--- config.mk ---
export PLATFORM = sky130hd
export DESIGN_NAME = svm_alu
export DESIGN_NICKNAME = d
export VERILOG_FILES = /design/src/rtl/svm_pkg.sv /design/src/rtl/svm_alu.sv
export SDC_FILE = /design/constraint.sdc
export NUM_CORES = 1
export LEC_CHECK = 0
export BUFFER_PORTS_ARGS = -buffer_cell sky130_fd_sc_hd__clkbuf_2
export CORE_AREA = 2 2 209 211
export CTS_BUF_LIST = sky130_fd_sc_hd__clkbuf_2
export CTS_CLUSTER_SIZE = 8
export DETAILED_ROUTE_END_ITERATION = 6
export DIE_AREA = 0 0 211 213
export GPL_TIMING_DRIVEN = 0
export HOLD_SLACK_MARGIN = 0.08
export SLEW_MARGIN = 10
export SYNTH_ARGS = -nofsm -noshare
export SYNTH_HDL_FRONTEND = slang
export SYNTH_SLANG_ARGS = --single-unit
--- constraint.sdc ---
create_clock -name clk -period 7.3 [get_ports clk]
set_input_delay 1.095 -clock clk [delete_from_list [all_inputs] [get_ports clk]]
set_output_delay 1.095 -clock clk [all_outputs]
set_load 0.1 [all_outputs]
--- src/rtl/svm_pkg.sv ---
// package with opcodes, fault codes, sizes and sequencer states of the stack vm executor
`default_nettype none
package svm_pkg;
  localparam int RamBytes = 16384;
  localparam int RamAw = $clog2(RamBytes);
  localparam int StackEntries = 255;
  localparam int StackAw = $clog2(StackEntries);
  localparam int CountW = $clog2(StackEntries + 1);

  localparam logic [7:0] OP_EXIT = 8'd0;
  localparam logic [7:0] OP_STB = 8'd1;
  localparam logic [7:0] OP_CPIN = 8'd2;
  localparam logic [7:0] OP_STW = 8'd3;
  localparam logic [7:0] OP_CPOUT = 8'd4;
  localparam logic [7:0] OP_STC = 8'd5;
  localparam logic [7:0] OP_ADD = 8'd10;
  localparam logic [7:0] OP_SUB = 8'd11;
  localparam logic [7:0] OP_MUL = 8'd12;
  localparam logic [7:0] OP_DIV = 8'd13;
  localparam logic [7:0] OP_MOD = 8'd14;
  localparam logic [7:0] OP_SHL = 8'd15;
  localparam logic [7:0] OP_SHR = 8'd16;
  localparam logic [7:0] OP_GT = 8'd17;
  localparam logic [7:0] OP_EQ = 8'd18;
  localparam logic [7:0] OP_LT = 8'd19;
  localparam logic [7:0] OP_NOT = 8'd20;
  localparam logic [7:0] OP_OR = 8'd22;
  localparam logic [7:0] OP_XOR = 8'd23;
  localparam logic [7:0] OP_AND = 8'd24;
  localparam logic [7:0] OP_NE = 8'd25;
  localparam logic [7:0] OP_GE = 8'd26;
  localparam logic [7:0] OP_LE = 8'd27;
  localparam logic [7:0] OP_JREL = 8'd30;
  localparam logic [7:0] OP_JT = 8'd31;
  localparam logic [7:0] OP_JF = 8'd32;
  localparam logic [7:0] OP_PUSHW = 8'd40;
  localparam logic [7:0] OP_PUSHB = 8'd41;
  localparam logic [7:0] OP_PUSHI = 8'd42;
  localparam logic [7:0] OP_POPB = 8'd43;
  localparam logic [7:0] OP_POPW = 8'd44;
  localparam logic [7:0] OP_PRINT = 8'd45;
  localparam logic [7:0] OP_READ = 8'd46;
  localparam logic [7:0] OP_ALT = 8'd60;

  localparam logic [2:0] F_NONE = 3'd0;
  localparam logic [2:0] F_OVER = 3'd1;
  localparam logic [2:0] F_UNDER = 3'd2;
  localparam logic [2:0] F_DIV0 = 3'd3;
  localparam logic [2:0] F_OPC = 3'd4;
  localparam logic [2:0] F_ADDR = 3'd5;
  localparam logic [2:0] F_MODE = 3'd6;

  typedef enum logic [4:0] {
    S_CLEAR, S_IDLE, S_DEC, S_STK1, S_STK2, S_RD0, S_RD1, S_RDW, S_PTR,
    S_RDO, S_WR0, S_WR1, S_ALU, S_DIVS, S_DIVF, S_DONE
  } state_t;

  // request to the shared alu
  typedef struct packed {
    logic [7:0] op;
    logic signed [15:0] a;
    logic signed [15:0] b;
    logic start;
  } alu_req_t;

  typedef struct packed {
    logic [15:0] res;
    logic busy;
  } alu_rsp_t;
endpackage
`default_nettype wire

--- src/rtl/svm_alu.sv ---
// shared alu: combinational ops with a registered result plus a bit-serial signed divider
`default_nettype none
module svm_alu (
  input wire logic clk,
  input wire logic rst,
  input svm_pkg::alu_req_t req,
  output svm_pkg::alu_rsp_t rsp
);
  import svm_pkg::*;
  logic [4:0] cnt;
  logic [15:0] quo, dvs;
  logic [16:0] rem;
  logic negq, negr, is_mod, busy;
  logic [15:0] res, comb_res;
  logic [16:0] trial;
  logic [31:0] prod;
  logic [15:0] ua, ub;

  assign ua = req.a[15] ? 16'(-req.a) : req.a;
  assign ub = req.b[15] ? 16'(-req.b) : req.b;
  assign prod = 32'(req.b) * 32'(req.a);
  assign trial = {rem[15:0], quo[15]} - {1'b0, dvs};

  always_comb begin
    comb_res = '0;
    case (req.op)
      OP_ADD: comb_res = req.b + req.a;
      OP_SUB: comb_res = req.b - req.a;
      OP_MUL: comb_res = prod[15:0];
      OP_SHL: comb_res = (req.a >= 16) ? 16'd0 : 16'(req.b << req.a[3:0]);
      OP_SHR: comb_res = (req.a >= 16) ? {16{req.b[15]}} : 16'(req.b >>> req.a[3:0]);
      OP_GT: comb_res = {15'd0, req.b > req.a};
      OP_EQ: comb_res = {15'd0, req.b == req.a};
      OP_LT: comb_res = {15'd0, req.b < req.a};
      OP_OR: comb_res = {15'd0, req.b == 16'sd1 || req.a == 16'sd1};
      OP_XOR: comb_res = req.b ^ req.a;
      OP_AND: comb_res = {15'd0, req.b == 16'sd1 && req.a == 16'sd1};
      OP_NE: comb_res = {15'd0, req.b != req.a};
      OP_GE: comb_res = {15'd0, req.b >= req.a};
      OP_LE: comb_res = {15'd0, req.b <= req.a};
      default: comb_res = '0;
    endcase
  end

  always_ff @(posedge clk) begin
    if (rst) begin
      busy <= 1'b0;
      cnt <= '0;
    end else if (req.start && (req.op == OP_DIV || req.op == OP_MOD)) begin
      busy <= 1'b1;
      cnt <= 5'd16;
      quo <= ub;
      dvs <= ua;
      rem <= '0;
      negq <= req.a[15] ^ req.b[15];
      negr <= req.b[15];
      is_mod <= req.op == OP_MOD;
    end else if (req.start) begin
      res <= comb_res;
    end else if (busy) begin
      if (cnt == 5'd0) begin
        busy <= 1'b0;
        if (is_mod) res <= negr ? 16'(-rem[15:0]) : rem[15:0];
        else res <= negq ? 16'(-quo) : quo;
      end else begin
        cnt <= cnt - 5'd1;
        if (!trial[16]) begin
          rem <= trial;
          quo <= {quo[14:0], 1'b1};
        end else begin
          rem <= {rem[15:0], quo[15]};
          quo <= {quo[14:0], 1'b0};
        end
      end
    end
  end
  assign rsp.res = res;
  assign rsp.busy = busy;
endmodule
`default_nettype wire

After elaboration in Yosys (flattened, before gate mapping). Index checks and enable logic that the tools add are counted.

Add/subtract/negate cells: 8. Shifts and indexed selects: 2. Reductions and logical operators: 14. Bitwise operators: 6. Multiply operators: 1. Multiplexer cells: 28. Eq/ne operators: 22. Order comparisons: 5.

Operators by type and width (count): $mux 16 (17); $pmux 16 s14 (1); $eq 8x5->1 const B (10); $neg 16->16 (4); $eq 8x4->1 const B (6); $eq 16x2->1 const B (2); $mux 5 (4); $sub 17x16->17 (1); $add 16x16->16 (1); $eq 16x16->1 (1); $ge 16x16->1 (1); $ge 16x6->1 const B (1); $gt 16x16->1 (1); $le 16x16->1 (1); $lt 16x16->1 (1); $mul 16x16->16 (1); $ne 16x16->1 (1); $shl 16x4->16 (1); $sshr 16x4->16 (1); $sub 16x16->16 (1); $xor 16x16->16 (1); $mux 15 (1); $reduce_and 4->1 (2); $reduce_and 3->1 (2); other kinds (12) (23).

Bits in registers: 73. Word-level logic and storage cells: 97. Output and inout port bits: 17.

Longest topological paths before layout.
Word-level depth: 6. Gate-level depth with buffers: 25. Gate-level depth less buffers: 23.

Least setup slack after synthesis. Ideal clock, no wire load.

Kind: input -> register. Start point: input port req[18] in the netlist's numbering. End point: register res[15] (data pin). Library setup time: 0.281 ns. Path slack: -0.080 ns. Arrival time: 7.099 ns. Stages on the path: 22. Required time: 7.019 ns. Path through: clkbuf_1 -> clkbuf_1 -> clkbuf_1 -> clkbuf_1 -> nand2_1 -> fa_1 -> fa_1 -> fa_1 -> fa_1 -> inv_1 -> fa_1 -> inv_1 -> fa_1 -> inv_1 -> ha_1 -> a21o_1 -> a21oi_1 -> o21ai_0 -> a31oi_1 -> xnor2_1 -> a221oi_1 -> o211ai_1.

Longest elaborated chain between the ends: 4. Elaborated cells on any way between the ends: 10.

RTL lines: from (decl) (RTL line svm_alu.sv:6) `input svm_pkg::alu_req_t req,`; branches (longest 2 deep; another with $mul 16x16->16); $pmux 16 s14 * (RTL line svm_alu.sv:26) `case (req.op)`; $mux 16 * (RTL line svm_alu.sv:58) `end else if (req.start) begin`; to (signal assigned) (RTL line svm_alu.sv:59) `res <= comb_res;`; to (signal assigned) (RTL line svm_alu.sv:63) `if (is_mod) res <= negr ? 16'(-rem[15:0]) : rem[15:0];`; to (signal assigned) (RTL line svm_alu.sv:64) `else res <= negq ? 16'(-quo) : quo;`; to (decl) (RTL line svm_alu.sv:14) `logic [15:0] res, comb_res;`.

Mark *: on every way between the ends. A chain may end at the register's enable or synchronous reset.

Worst setup path in the final report.
Start point: input port req[4] in the netlist's numbering. End point: register res[11] (data pin).

Longest elaborated chain between the ends: 4. Elaborated cells on any way between the ends: 9.

RTL lines (RTL line): branches (longest 2 deep; another with $mul 16x16->16); $pmux 16 s14 * (svm_alu.sv:26); $mux 16 * (svm_alu.sv:58).

Marks and branches as above.

==> reports/qor.txt <==
total core area: 42700 sq um
average instance area after synthesis: 8.17 sq um
vertical die dimension: 213 um
path category of the worst min-delay check: flip-flop to flip-flop
number of filler cells placed in the layout: 4543
slew at the pin with the worst max-slew slack: 1.25 ns
register-to-register path setup slack: 3.64 ns
starting DRC count in detailed routing: 1018
nets in the synthesized netlist: 1801
PortBufs: 57
areal power density over the cells: 223 nW/um^2
launch point of the critical path: req[4]
sequence of cells on the critical path: clkbuf_2 -> clkbuf_2 -> clkbuf_2 -> and2_1 -> fa_1 -> inv_1 -> fa_1 -> inv_1 -> ha_1 -> fa_1 -> fa_1 -> inv_1 -> fa_1 -> inv_1 -> ha_1 -> or2_2 -> o31a_1 -> nand2_1 -> o21ba_2 -> xor2_1 -> o221ai_1 -> a211oi_1 -> o22ai_1
floorplan die area: 44900 sq um
worst flop-to-flop path startpoint: quo[15]
router iterations before antenna repair: 5
buffer cell driving the clock tree root: sky130_fd_sc_hd__clkbuf_2
worst hold slack after final layout: 0.511 ns
global-route usage over all layers: 0.206
Seq cells post-synth: 73
Fin. Hold Viols: 0
vias per cell: 5.42
total clock sinks: 73
final weighted congestion in routability-driven placement: 0.978
Setup crit end: res[11]
post-synthesis sequential area ratio: 0.168
total wirelength of the detailed-routed design: 45.9 mm
GR Overflow Total: 0
maximum number of pins on one net before global-route repair: 23
hold buffers post-CTS: 0
via count of the first global-routing pass: 11600
number of nets still failing antenna checks after routing: 0
final count of negative-setup-slack endpoints: 0
setup repair after global routing missed its margin: no
max_slew headroom: 0.158
number of cells on the worst reg-to-reg path: 12
I/O pin count: 60
global-route wire length before repair: 69.9 mm
Worst Setup End Kind: flip-flop
count of final max-slew check failures: 0
launching element type of the critical path: input port
Max Cap Violations: 0
largest driver fanout on the critical path: 10
WS Path Type: input port to flip-flop
initial antenna violation count: 5
Yosys cell types: 82
Post-Layout Inst Area: 13900 sq um
post-CTS clock slew at the launch and capture registers of the worst setup and hold paths: 0.21 ns
DRC errors left: 0
most frequent cell on the critical path: sky130_fd_sc_hd__fa_1
Warnings, synthesis: 0
post-layout min period: 7.04 ns
Worst path max stage delay: 0.54 ns
Vias: 11700
CTS H-Tree Depth: 3
layout cells sized above 1: 0.0911
count of flip-flops with a built-in enable after synthesis: 67
worst-case clock skew: 0.0165 ns
slowest cell on the critical path: sky130_fd_sc_hd__fa_1
Post-Route Setup TNS: 0 ns
worst ir drop on vdd: 219 uV
effective utilization at floorplan: 0.298
Req. time, crit path: 7.61 ns
WL/cell: 21.2 um
synthesized netlist cell count: 1558
leakage power: 5.97 nW
floorplan row count: 76
outcome: completed
total chip power: 3.11 mW
FMAX: 142 MHz
final cycle utilization of the critical path: 0.964
final-stage net count: 1852
cell area after technology mapping: 12700 sq um
TritonCTS clock tree: done
horizontal die dimension: 211 um
placement-stage worst setup slack: -1.85 ns
number of setup buffers added after CTS: 0
worst reg2reg endpoint: rem[9]
post-detailed-placement cell area: 13800 sq um
main flop type after synthesis: sky130_fd_sc_hd__edfxtp_1
setup slack after layout: 0.259 ns
Async SR Flop Fraction: 0
layout overhead on the synthesized area: 9.40%
CTS Buf Count: 9
CP arrival: 7.35 ns
Post-DP HPWL: 38.9 mm
clk_lat worst skew: 0.53 ns
largest buffer count on any clock path: 2
## cell type report
type / count / area (sq um) / area share
multi-input combinational: 1196 / 9540 / 0.686
sequential: 73 / 2130 / 0.153
inverter: 194 / 729 / 0.0524
tap: 546 / 683 / 0.0491
timing repair buffer: 60 / 344 / 0.0247
buffer: 75 / 342 / 0.0245
clock inverter: 7 / 95.1 / 0.00683
clock buffer: 9 / 45.0 / 0.00324
antenna: 2 / 5.00 / 0.000360
## cells by family (layout without fill, tap and decap cells)
kind of cell               after synthesis  in the layout  share of synthesized area
AOI/OAI and AO/OA                      343            343                      0.181
adders and majority gates              200            200                      0.244
and+or+nand+nor                        484            484                      0.182
xor gates and xnor gates               112            112                     0.0788
muxes                                   57             57                     0.0602
other                                    0              2                          0
buffers and inverters                  289            345                     0.0864
DFF                                     73             73                      0.168
## synth_stat cells (all sizes together) (6+ instances only)
cell type  count  area share
o21a          13      0.0077
nand4          7      0.0034
a221oi         9      0.0062
mux2           6      0.0053
a221o          6      0.0047
o211ai        19       0.011
buf           12      0.0044
a21oi         66       0.026
inv          191       0.056
and2          39       0.019
or4           11      0.0072
nand2b        18      0.0089
nand2        158       0.047
mux4          15       0.027
edfxtp        67        0.16
xnor2         71       0.049
nor3          37       0.015
mux2i         36       0.028
o41ai          7      0.0054
ha           119        0.12
nor4           9      0.0049
nor2         126       0.037
dfxtp          6      0.0094
xor2          40       0.028
a31oi          9      0.0044
a211o          9      0.0062
nor2b         18      0.0089
a211oi        14      0.0083
nand3         20      0.0083
o22ai         18      0.0089
o221ai        11      0.0076
fa            81        0.13
and3           8      0.0039
o21ai         86       0.034
a21o          10      0.0059
clkbuf        83       0.025
o31ai         22       0.013
or3           15      0.0074
## metal layers
| metal | part of all wire | wire [um] | up-vias | track usage |
|---|---|---|---|---|
| li1 | - | - | 5509 | - |
| met1 | 0.43 | 19900 | 5680 | 0.276 |
| met2 | 0.45 | 20500 | 433 | 0.323 |
| met3 | 0.065 | 2990 | 97 | 0.0302 |
| met4 | 0.054 | 2460 | 4 | 0.106 |
| met5 | 0.00065 | 30 | - | 0 |
## sequential cells by signal (all words and copies together), names as in the netlist
name	count
negq	1
cnt	5
negr	1
is_mod	1
rem	16
busy	1
quo	16
dvs	16
res	16
## repair_timing
action,CTS,global route
gates cloned,0,0
gates resized for setup,19,28
endpoints found under the setup margin,9,7
pin swaps,1,2
## power breakdown
| group | switching (mW) | internal (mW) |
|---|---|---|
| Combinational | 1.49 | 0.900 |
| Clock | 0.148 | 0.112 |
| Sequential | 0.00152 | 0.459 |
## cells in the final DEF (no fill, tap or decap), types with 6 or more instances in the layout
master	n
sky130_fd_sc_hd__o21a_1	13
sky130_fd_sc_hd__o41ai_1	6
sky130_fd_sc_hd__a21oi_1	65
sky130_fd_sc_hd__nand2_1	158
sky130_fd_sc_hd__and2_1	39
sky130_fd_sc_hd__o211ai_1	19
sky130_fd_sc_hd__nand2b_1	18
sky130_fd_sc_hd__a221oi_1	8
sky130_fd_sc_hd__ha_1	119
sky130_fd_sc_hd__clkbuf_2	70
sky130_fd_sc_hd__xor2_1	40
sky130_fd_sc_hd__clkbuf_4	8
sky130_fd_sc_hd__o31ai_1	21
sky130_fd_sc_hd__buf_2	7
sky130_fd_sc_hd__a211oi_1	13
sky130_fd_sc_hd__nor3_1	34
sky130_fd_sc_hd__mux2_2	6
sky130_fd_sc_hd__inv_1	190
sky130_fd_sc_hd__a31oi_1	8
sky130_fd_sc_hd__nand4_1	7
sky130_fd_sc_hd__and3_1	8
sky130_fd_sc_hd__a211o_1	9
sky130_fd_sc_hd__nor2b_1	18
sky130_fd_sc_hd__nor4_1	8
sky130_fd_sc_hd__nand3_1	19
sky130_fd_sc_hd__a21o_1	10
sky130_fd_sc_hd__mux4_2	15
sky130_fd_sc_hd__fa_1	81
sky130_fd_sc_hd__clkbuf_1	48
sky130_fd_sc_hd__xnor2_1	68
sky130_fd_sc_hd__a221o_1	6
sky130_fd_sc_hd__edfxtp_1	67
sky130_fd_sc_hd__dfxtp_1	6
sky130_fd_sc_hd__mux2i_1	36
sky130_fd_sc_hd__o221ai_1	11
sky130_fd_sc_hd__o21ai_0	81
sky130_fd_sc_hd__or4_1	8
sky130_fd_sc_hd__or3_1	15
sky130_fd_sc_hd__nor2_1	124
sky130_fd_sc_hd__o22ai_1	18
## critical path, delay by kind of cell
family	cells	cell delay, ns
adders and majority gates	7	3.10
AOI/OAI and AO/OA	5	1.13
buffers and inverters	7	0.97
and+or+nand+nor	3	0.61
xor gates and xnor gates	1	0.41
## worst min path at each step
| stage | startpoint | end | slack, ns | cells past startpoint |
|---|---|---|---|---|
| finish | busy | busy | 0.51 | 2 |
| global placement | busy | busy | 0.48 | 2 |
| floorplan | busy | busy | 0.46 | 2 |
| detailed placement | busy | busy | 0.49 | 2 |
| global route | busy | busy | 0.54 | 2 |
| CTS | busy | busy | 0.52 | 2 |
## stage by stage
| step | cells | utilization |
|---|---|---|
| floorplan | 1558 | - |
| global placement | 2161 | 0.321 |
| detailed placement | 2164 | 0.322 |
| CTS | 2171 | 0.326 |
| global route | 2161 | 0.326 |
| finish | 2162 | 0.326 |
Power figures use the tool's default switching activity.
